File: src/rtl/core/gidl_pkg.sv
// Shared types and constants for the gate switch debounce and limit check block.
`timescale 1ns / 1ps

package gidl_pkg;

    // channel positions in masks and state
    localparam int CH_STOP   = 0;
    localparam int CH_OBST   = 1;
    localparam int CH_OPEN   = 2;
    localparam int CH_CLOSE  = 3;
    localparam int CH_BUTTON = 4;
    localparam int NUM_CH    = 5;

    // field and register widths
    localparam int HOLD_W     = 16;
    localparam int CONF_AGE_W = 8;
    localparam int S_DATA_W   = 8;
    localparam int M_DATA_W   = 16;
    localparam int CFG_IDX_W  = 3;
    localparam int CFG_DATA_W = 16;
    localparam int LIM_EN_W   = 3;

    // configuration register indexes
    localparam logic [CFG_IDX_W-1:0] REG_INVERT  = 3'd0;
    localparam logic [CFG_IDX_W-1:0] REG_PRESENT = 3'd1;
    localparam logic [CFG_IDX_W-1:0] REG_LIM_EN  = 3'd2;
    localparam logic [CFG_IDX_W-1:0] REG_OPEN_HOLD  = 3'd3;
    localparam logic [CFG_IDX_W-1:0] REG_CLOSE_HOLD = 3'd4;
    localparam logic [CFG_IDX_W-1:0] REG_OBST_HOLD  = 3'd5;

    // limit enable bits
    localparam int LIM_EN_ALL   = 0;
    localparam int LIM_EN_OPEN  = 1;
    localparam int LIM_EN_CLOSE = 2;

    // result word bit positions
    localparam int OB_STOP_PRESSED   = 0;
    localparam int OB_OBST_CHANGED   = 1;
    localparam int OB_OBST_LEVEL     = 2;
    localparam int OB_OPEN_RISING    = 3;
    localparam int OB_CLOSE_RISING   = 4;
    localparam int OB_CONFLICT       = 5;
    localparam int OB_CONFLICT_EDGE  = 6;
    localparam int OB_BUTTON_PRESSED = 7;
    localparam int OB_STOP_LEVEL     = 8;
    localparam int OB_BUTTON_LEVEL   = 9;
    localparam int OB_OPEN_LEVEL     = 10;
    localparam int OB_CLOSE_LEVEL    = 11;

    // per-channel control from the top level
    typedef struct packed {
        logic step;
        logic first;
        logic active;
        logic level;
    } chan_ctrl_t;

    // per-channel status back to the top level
    typedef struct packed {
        logic stable;
        logic chg;
    } chan_stat_t;

    // conflict detector status
    typedef struct packed {
        logic conflict;
        logic conf_edge;
    } conf_stat_t;

endpackage

File: src/rtl/core/gidl_chan.sv
// One debounce channel: last sampled level, stable level and saturating age counter.
`timescale 1ns / 1ps

module gidl_chan #(
    parameter int AGE_BITS = 16
) (
    input  logic                        aclk,
    input  logic                        aresetn,
    input  gidl_pkg::chan_ctrl_t        ctrl,
    input  logic [gidl_pkg::HOLD_W-1:0] hold,
    output gidl_pkg::chan_stat_t        stat
);

    localparam int CMP_W = (AGE_BITS > gidl_pkg::HOLD_W) ? AGE_BITS : gidl_pkg::HOLD_W;

    logic                last_reg, last_next;
    logic                stable_reg, stable_next;
    logic [AGE_BITS-1:0] age_reg, age_next;
    logic [AGE_BITS-1:0] age_upd;
    logic                hold_met;
    logic                chg;

    // age restarts on a change of the sampled level, else counts up and saturates
    always_comb begin
        if (ctrl.level != last_reg) begin
            age_upd = '0;
        end else if (age_reg != '1) begin
            age_upd = age_reg + AGE_BITS'(1);
        end else begin
            age_upd = age_reg;
        end
        hold_met = CMP_W'(age_upd) >= CMP_W'(hold);
        chg = ctrl.active && !ctrl.first && (stable_reg != ctrl.level) && hold_met;
    end

    // next state: first word loads, inactive channel stays frozen
    always_comb begin
        last_next   = last_reg;
        stable_next = stable_reg;
        age_next    = age_reg;
        if (ctrl.first) begin
            last_next   = ctrl.level;
            stable_next = ctrl.level;
            age_next    = '0;
        end else if (ctrl.active) begin
            last_next   = ctrl.level;
            age_next    = age_upd;
            if (chg) begin
                stable_next = ctrl.level;
            end
        end
    end

    always_ff @(posedge aclk) begin
        if (!aresetn) begin
            last_reg   <= 1'b0;
            stable_reg <= 1'b0;
            age_reg    <= '0;
        end else if (ctrl.step) begin
            last_reg   <= last_next;
            stable_reg <= stable_next;
            age_reg    <= age_next;
        end
    end

    assign stat.stable = stable_next;
    assign stat.chg    = chg;

endmodule

File: src/rtl/core/gidl_conflict.sv
// Limit conflict timer: both limits active long enough raises a conflict and its edge.
`timescale 1ns / 1ps

module gidl_conflict #(
    parameter int CONFLICT_HOLD_MS = 200
) (
    input  logic                 aclk,
    input  logic                 aresetn,
    input  logic                 step,
    input  logic                 open_act,
    input  logic                 close_act,
    output gidl_pkg::conf_stat_t stat
);

    localparam int AW = gidl_pkg::CONF_AGE_W;

    logic          timing_reg, timing_next;
    logic [AW-1:0] age_reg, age_next;
    logic          latched_reg, latched_next;
    logic          conflict;

    // timer runs while both limits read active, clears otherwise
    always_comb begin
        timing_next  = 1'b0;
        age_next     = '0;
        latched_next = 1'b0;
        conflict     = 1'b0;
        if (open_act && close_act) begin
            timing_next = 1'b1;
            if (!timing_reg) begin
                age_next = '0;
            end else if (age_reg != '1) begin
                age_next = age_reg + AW'(1);
            end else begin
                age_next = age_reg;
            end
            conflict     = age_next >= AW'(CONFLICT_HOLD_MS);
            latched_next = latched_reg || conflict;
        end
    end

    always_ff @(posedge aclk) begin
        if (!aresetn) begin
            timing_reg  <= 1'b0;
            age_reg     <= '0;
            latched_reg <= 1'b0;
        end else if (step) begin
            timing_reg  <= timing_next;
            age_reg     <= age_next;
            latched_reg <= latched_next;
        end
    end

    assign stat.conflict  = conflict;
    assign stat.conf_edge = conflict && !latched_reg;

endmodule

File: src/rtl/core/gate_input_debounce_and_limit_check.sv
// An accepted s_ word is taken into the input register, then into the result register that drives
// m_ once that register is free or m_tready takes its word. Throughput: one word per cycle unless
// m_tready stalls; the debounce and conflict state update in one pass per word.
// A stalled result is held in the result register while one more word waits in the input register.
// Reset (aresetn low, synchronous) empties both registers, clears all debounce and conflict
// state and returns the configuration to its defaults; the first word after reset only
// loads the stable levels and raises no events.
`timescale 1ns / 1ps

module gate_input_debounce_and_limit_check #(
    parameter int CONFLICT_HOLD_MS = 200,
    parameter int STOP_HOLD_MS     = 30,
    parameter int BUTTON_HOLD_MS   = 50,
    parameter int AGE_BITS         = 16
) (
    input  logic                            aclk,
    input  logic                            aresetn,
    // stop_raw, obstacle_raw, open_raw, close_raw, button_raw, 3 bits zero
    input  logic [gidl_pkg::S_DATA_W-1:0]   s_tdata,
    input  logic                            s_tvalid,
    output logic                            s_tready,
    // stop_pressed, obstacle_changed, obstacle_level, open_rising, close_rising,
    // limits_conflict, limits_conflict_edge, button_pressed, stop_level,
    // button_level, open_level, close_level, 4 bits zero
    output logic [gidl_pkg::M_DATA_W-1:0]   m_tdata,
    output logic                            m_tvalid,
    input  logic                            m_tready,
    input  logic                            cfg_wr_en,
    input  logic [gidl_pkg::CFG_IDX_W-1:0]  cfg_wr_index,
    input  logic [gidl_pkg::CFG_DATA_W-1:0] cfg_wr_data
);

    localparam int NCH = gidl_pkg::NUM_CH;
    localparam int HW  = gidl_pkg::HOLD_W;

    // configuration registers
    logic [NCH-1:0]                invert_reg;
    logic [NCH-1:0]                present_reg;
    logic [gidl_pkg::LIM_EN_W-1:0] lim_en_reg;
    logic [HW-1:0]                 open_hold_reg;
    logic [HW-1:0]                 close_hold_reg;
    logic [HW-1:0]                 obst_hold_reg;

    always_ff @(posedge aclk) begin
        if (!aresetn) begin
            invert_reg     <= '0;
            present_reg    <= '1;
            lim_en_reg     <= '0;
            open_hold_reg  <= HW'(50);
            close_hold_reg <= HW'(50);
            obst_hold_reg  <= HW'(50);
        end else if (cfg_wr_en) begin
            unique case (cfg_wr_index)
                gidl_pkg::REG_INVERT:     invert_reg     <= cfg_wr_data[NCH-1:0];
                gidl_pkg::REG_PRESENT:    present_reg    <= cfg_wr_data[NCH-1:0];
                gidl_pkg::REG_LIM_EN:     lim_en_reg     <= cfg_wr_data[gidl_pkg::LIM_EN_W-1:0];
                gidl_pkg::REG_OPEN_HOLD:  open_hold_reg  <= cfg_wr_data[HW-1:0];
                gidl_pkg::REG_CLOSE_HOLD: close_hold_reg <= cfg_wr_data[HW-1:0];
                gidl_pkg::REG_OBST_HOLD:  obst_hold_reg  <= cfg_wr_data[HW-1:0];
                default: ;
            endcase
        end
    end

    // pipeline handshake
    logic           in_vld_reg, in_vld_next;
    logic [NCH-1:0] in_raw_reg;
    logic           out_vld_reg, out_vld_next;
    logic [gidl_pkg::M_DATA_W-1:0] out_data_reg, out_data_next;
    logic           s_accept;
    logic           advance;
    logic           primed_reg;

    assign advance  = in_vld_reg && (!out_vld_reg || m_tready);
    assign s_tready = !in_vld_reg || advance;
    assign s_accept = s_tvalid && s_tready;

    always_comb begin
        in_vld_next  = s_accept ? 1'b1 : (advance ? 1'b0 : in_vld_reg);
        out_vld_next = advance ? 1'b1 : (m_tready ? 1'b0 : out_vld_reg);
    end

    always_ff @(posedge aclk) begin
        if (!aresetn) begin
            in_vld_reg  <= 1'b0;
            out_vld_reg <= 1'b0;
            primed_reg  <= 1'b0;
        end else begin
            in_vld_reg  <= in_vld_next;
            out_vld_reg <= out_vld_next;
            if (advance) begin
                primed_reg <= 1'b1;
            end
        end
    end

    always_ff @(posedge aclk) begin
        if (s_accept) begin
            in_raw_reg <= s_tdata[NCH-1:0];
        end
        if (advance) begin
            out_data_reg <= out_data_next;
        end
    end

    // sampled levels and channel activity
    logic [NCH-1:0] lvl;
    logic [NCH-1:0] active;
    logic           open_en, close_en;
    logic [HW-1:0]  hold [NCH];

    assign lvl      = (in_raw_reg ^ invert_reg) & present_reg;
    assign open_en  = lim_en_reg[gidl_pkg::LIM_EN_ALL] && lim_en_reg[gidl_pkg::LIM_EN_OPEN];
    assign close_en = lim_en_reg[gidl_pkg::LIM_EN_ALL] && lim_en_reg[gidl_pkg::LIM_EN_CLOSE];

    always_comb begin
        active = present_reg;
        active[gidl_pkg::CH_OPEN]  = present_reg[gidl_pkg::CH_OPEN] && open_en;
        active[gidl_pkg::CH_CLOSE] = present_reg[gidl_pkg::CH_CLOSE] && close_en;
    end

    assign hold[gidl_pkg::CH_STOP]   = HW'(STOP_HOLD_MS);
    assign hold[gidl_pkg::CH_OBST]   = obst_hold_reg;
    assign hold[gidl_pkg::CH_OPEN]   = open_hold_reg;
    assign hold[gidl_pkg::CH_CLOSE]  = close_hold_reg;
    assign hold[gidl_pkg::CH_BUTTON] = HW'(BUTTON_HOLD_MS);

    // debounce channels
    gidl_pkg::chan_ctrl_t ctrl [NCH];
    gidl_pkg::chan_stat_t stat [NCH];
    logic [NCH-1:0]       stable;
    logic [NCH-1:0]       chg;

    for (genvar i = 0; i < NCH; i++) begin : g_chan
        assign ctrl[i].step   = advance;
        assign ctrl[i].first  = !primed_reg;
        assign ctrl[i].active = active[i];
        assign ctrl[i].level  = lvl[i];

        gidl_chan #(
            .AGE_BITS(AGE_BITS)
        ) u_chan (
            .aclk   (aclk),
            .aresetn(aresetn),
            .ctrl   (ctrl[i]),
            .hold   (hold[i]),
            .stat   (stat[i])
        );

        assign stable[i] = stat[i].stable;
        assign chg[i]    = stat[i].chg;
    end

    // visible levels and conflict detector
    logic [NCH-1:0]       vis;
    logic                 open_act, close_act;
    gidl_pkg::conf_stat_t conf;

    assign vis       = stable & present_reg;
    assign open_act  = open_en && vis[gidl_pkg::CH_OPEN];
    assign close_act = close_en && vis[gidl_pkg::CH_CLOSE];

    gidl_conflict #(
        .CONFLICT_HOLD_MS(CONFLICT_HOLD_MS)
    ) u_conflict (
        .aclk     (aclk),
        .aresetn  (aresetn),
        .step     (advance),
        .open_act (open_act),
        .close_act(close_act),
        .stat     (conf)
    );

    // result word
    always_comb begin
        out_data_next = '0;
        out_data_next[gidl_pkg::OB_STOP_PRESSED] =
            chg[gidl_pkg::CH_STOP] && vis[gidl_pkg::CH_STOP];
        out_data_next[gidl_pkg::OB_OBST_CHANGED]  = chg[gidl_pkg::CH_OBST];
        out_data_next[gidl_pkg::OB_OBST_LEVEL]    = vis[gidl_pkg::CH_OBST];
        out_data_next[gidl_pkg::OB_OPEN_RISING]   = chg[gidl_pkg::CH_OPEN] && open_act;
        out_data_next[gidl_pkg::OB_CLOSE_RISING]  = chg[gidl_pkg::CH_CLOSE] && close_act;
        out_data_next[gidl_pkg::OB_CONFLICT]      = conf.conflict;
        out_data_next[gidl_pkg::OB_CONFLICT_EDGE] = conf.conf_edge;
        out_data_next[gidl_pkg::OB_BUTTON_PRESSED] =
            chg[gidl_pkg::CH_BUTTON] && vis[gidl_pkg::CH_BUTTON];
        out_data_next[gidl_pkg::OB_STOP_LEVEL]    = vis[gidl_pkg::CH_STOP];
        out_data_next[gidl_pkg::OB_BUTTON_LEVEL]  = vis[gidl_pkg::CH_BUTTON];
        out_data_next[gidl_pkg::OB_OPEN_LEVEL]    = open_act;
        out_data_next[gidl_pkg::OB_CLOSE_LEVEL]   = close_act;
    end

    assign m_tvalid = out_vld_reg;
    assign m_tdata  = out_data_reg;

endmodule

File: config.mk
export PLATFORM = sky130hd
export DESIGN_NAME = gate_input_debounce_and_limit_check
export DESIGN_NICKNAME = d
export VERILOG_FILES = /design/src/rtl/core/gidl_pkg.sv /design/src/rtl/core/gidl_chan.sv /design/src/rtl/core/gidl_conflict.sv /design/src/rtl/core/gate_input_debounce_and_limit_check.sv
export SDC_FILE = /design/constraint.sdc
export NUM_CORES = 1
export LEC_CHECK = 0
export ABC_AREA = 1
export BUFFER_PORTS_ARGS = -buffer_cell sky130_fd_sc_hd__buf_4
export CORE_ASPECT_RATIO = 1.75
export CORE_UTILIZATION = 38
export DETAILED_ROUTE_END_ITERATION = 10
export SETUP_SLACK_MARGIN = 0.15
export SLEW_MARGIN = 20
export SYNTH_ARGS = -nofsm -noshare
export SYNTH_HDL_FRONTEND = slang
export SYNTH_HIERARCHICAL = 1
export SYNTH_SLANG_ARGS = --single-unit
File: constraint.sdc
create_clock -name aclk -period 3.4 [get_ports aclk]
set_input_delay 0.68 -clock aclk [delete_from_list [all_inputs] [get_ports aclk]]
set_output_delay 0.68 -clock aclk [all_outputs]
set_load 0.005 [all_outputs]
==> summary.md <==
| Metric | Value |
|---|---|
| Critical path class | `register to register` |
| Max_cap viols | `0` |
| Cell area power density | `317 nW/um2` |
| CP dominant cell by count | `nand2_1` |
| Post-route ant nets | `0` |
| RSZ-0062 raised after global routing | `yes` |
| CTS sink count | `181` |
| Worst hold path class | `primary input to register` |
| Leakage power | `0.00705 uW` |
| Largest cells by area after synthesis | `dfxtp_1 26%, nand2_1 16%, ha_1 8.4%` |
| Gp weighted congestion | `0.944` |
| Combinational share of power | `12.9%` |
| Status | `complete, but fails checks` |
| I/O pin cnt | `50` |
| Skew-Pair Late Insertion Delay | `0.46 ns` |
| ANT cells | `0` |
| Hold_buf cts | `0` |
| Die Y | `244 um` |
| Most frequent cells in the layout | `518 x nand2_1, 252 x inv_1, 198 x nor2_1` |
| Crit Path Max Fanout | `5` |
| Yosys top cell by area | `dfxtp_1` |
| DIE AREA | `34300 um2` |
| H-tree Lvls | `4` |
| Tot GR Track Use | `20.5%` |
| Clock power share | `41.3%` |
| Hold depth | `1` |
| Slew at the pin closest to its max-slew limit | `0.897 ns` |
| Primary FF master, synth | `dfxtp_1` |
| Critical Path RT | `3.79 ns` |
| Post-synth cell types | `41` |
| First-pass GRT wire length | `56.0 mm` |
| Layout cells sized above 1 | `20.3%` |
| Source of the worst register-to-register timing path | `g_chan[2].u_chan/age_reg[0]` |
| Synth Warn # | `6` |
| #FFs+latches synth | `181` |
| Max-slew violations | `0` |
| Async SR Flop Fraction | `0%` |
| Max-Slew Margin vs Limit | `40.0%` |
| Drt initial violations | `514` |
| Sw frac | `27.8%` |
| Port buffer count | `42` |
| Failing checks | `negative setup slack` |
| F_max | `285 MHz` |
| Total gr overflow | `0` |
| Final wirelength | `33.6 mm` |
| DRC errors left | `0` |
| Yosys top cell area share | `25.7%` |
| Crit path capture type | `register` |
| Largest net degree at the start of global routing | `37` |
| Pre-Repair DR Iteration Count | `7` |
| Max stage delay on crit path | `0.36 ns` |
| Number of flip-flops in the largest register | `80` |
| Post-synthesis cell area | `12800 um2` |
| Final Cycle Share | `103%` |
| DP HPWL | `25.8 mm` |
| P_int | `3520 uW` |
| Hold wc startpoint | `s_tdata[2]` |
| CTS Buf Count | `17` |
| Switching Power | `1350 uW` |
| Number of global-route vias before repair | `12100` |
| Row count | `88` |
| Chip width | `140 um` |
| Crit path launch | `g_chan[2].u_chan/age_reg[0]` |
| TNS Setup | `-0.644 ns` |
| Final min period | `3.51 ns` |
| Maximum vdd drop | `401 uV` |
| Fin Hold WS | `0.398 ns` |
| Total power | `4880 uW` |
| Final hold violations | `0` |
| Setup Skew | `0.00926 ns` |
| Critical path launch point type | `register` |
| Root Buffer Master | `clkbuf_16` |
| Via count | `12200` |
| Cells after Synth | `1911` |
| Sequential share of power | `45.8%` |
| NumNets Final | `2210` |
| Max Root-Sink Buffers | `2` |
| CTS tree | `yes` |
| Synthesized area per cell | `6.67 um2` |
| Commonest non-fill, non-tap cell in the layout | `nand2_1` |
| Worst setup margin | `-0.115 ns` |
| Layout Cells excl Fill | `2510` |
| Slowest cell on the critical path | `dfxtp_2` |
| Final Setup Violations | `10` |
| Register clock-pin slew on the reported worst setup and hold paths | `0.07 ns` |
| Reg2Reg Depth | `30` |
| WP data arrival | `3.91 ns` |
| Initial Util | `38.6%` |
| Core outline area | `33000 um2` |
| Initial antenna violation count | `0` |
| Seq/Total Area, Yosys | `29.7%` |
| Number of synthesized flops with an enable pin | `17` |
| Routed len/inst | `13.4 um` |
| Placed cells | `2449` |
| Routed vias/inst | `4.87` |
| Area Overhead vs Synth | `20.5%` |
==> metrics by stage <==
step	setup slack (ns)	util [%]	cell area, um2
floorplan	0.113	-	12900
global placement	-0.237	43.2	14300
detailed placement	-0.274	43.2	14300
CTS	0.0413	45.8	15100
global route	-0.303	46.5	15400
finish	-0.115	46.5	15400
==> per-layer routing <==
metal,global-route usage [%],wire length [um]
met1,20.3,13000
met2,40.6,18600
met3,2.49,759
met4,11.4,1310
met5,0,0
==> cells in the mapped netlist (20+ instances only) <==
cell and n:
buf_4 20, inv_2 39, nor3_1 30, a21oi_1 144
inv_1 259, o21ai_0 39, nand2_1 528, dfxtp_1 164
nand4_1 30, nand3_1 132, nor2_1 205, nor2_4 20
ha_1 86
==> repair_timing <==
item                       4_1_cts  5_1_grt
resized for setup               43       40
pin swaps                       32       31
setup buffers                   16       13
setup endpoints to repair       12       21
==> worst max-delay path, delay by kind of cell, from the launching register on <==
family | cells | cell delay [ns]
compound gates | 5 | 0.54
fa+ha+maj | 2 | 0.38
buf+inv | 6 | 0.56
flops | 1 | 0.36
simple gates | 17 | 1.57
==> cells by family after synthesis <==
family	Yosys count	synth area share, %
AND/OR/NAND/NOR	1029	37.0
buffers and inverters	356	11.3
AO/OA/AOI/OAI	230	10.9
flip-flops	181	29.7
adder cells (fa/ha/maj)	86	8.44
XOR/XNOR	27	2.59
other	2	0.0589
==> power by group through the flow <==
stage               Combinational [uW]  Clock [uW]  Sequential (uW)
detailed placement                 577           0             2280
global route                       706        2160             2240
finish                             628        2020             2230
floorplan                          375           0             2280
CTS                                614        2070             2240
global placement                   565           0             2280
==> layout make-up <==
type	instances	area, um2
inverters	303	1160
flip-flops and latches	181	3800
multi-input cells	1408	7910
clock inverters	15	153
repair buffers	181	1410
well taps	405	507
fillers	3408	17700
clock buffers	17	425
==> worst paths after layout <==
kind	slack, ns	endpoint
setup / recovery	-0.11	u_conflict/age_reg[1]
hold / removal	0.40	in_raw_reg[2]
setup reg to reg	-0.11	u_conflict/age_reg[1]
hold reg to reg	0.46	open_hold_reg[4]
Power figures use the tool's default switching activity.
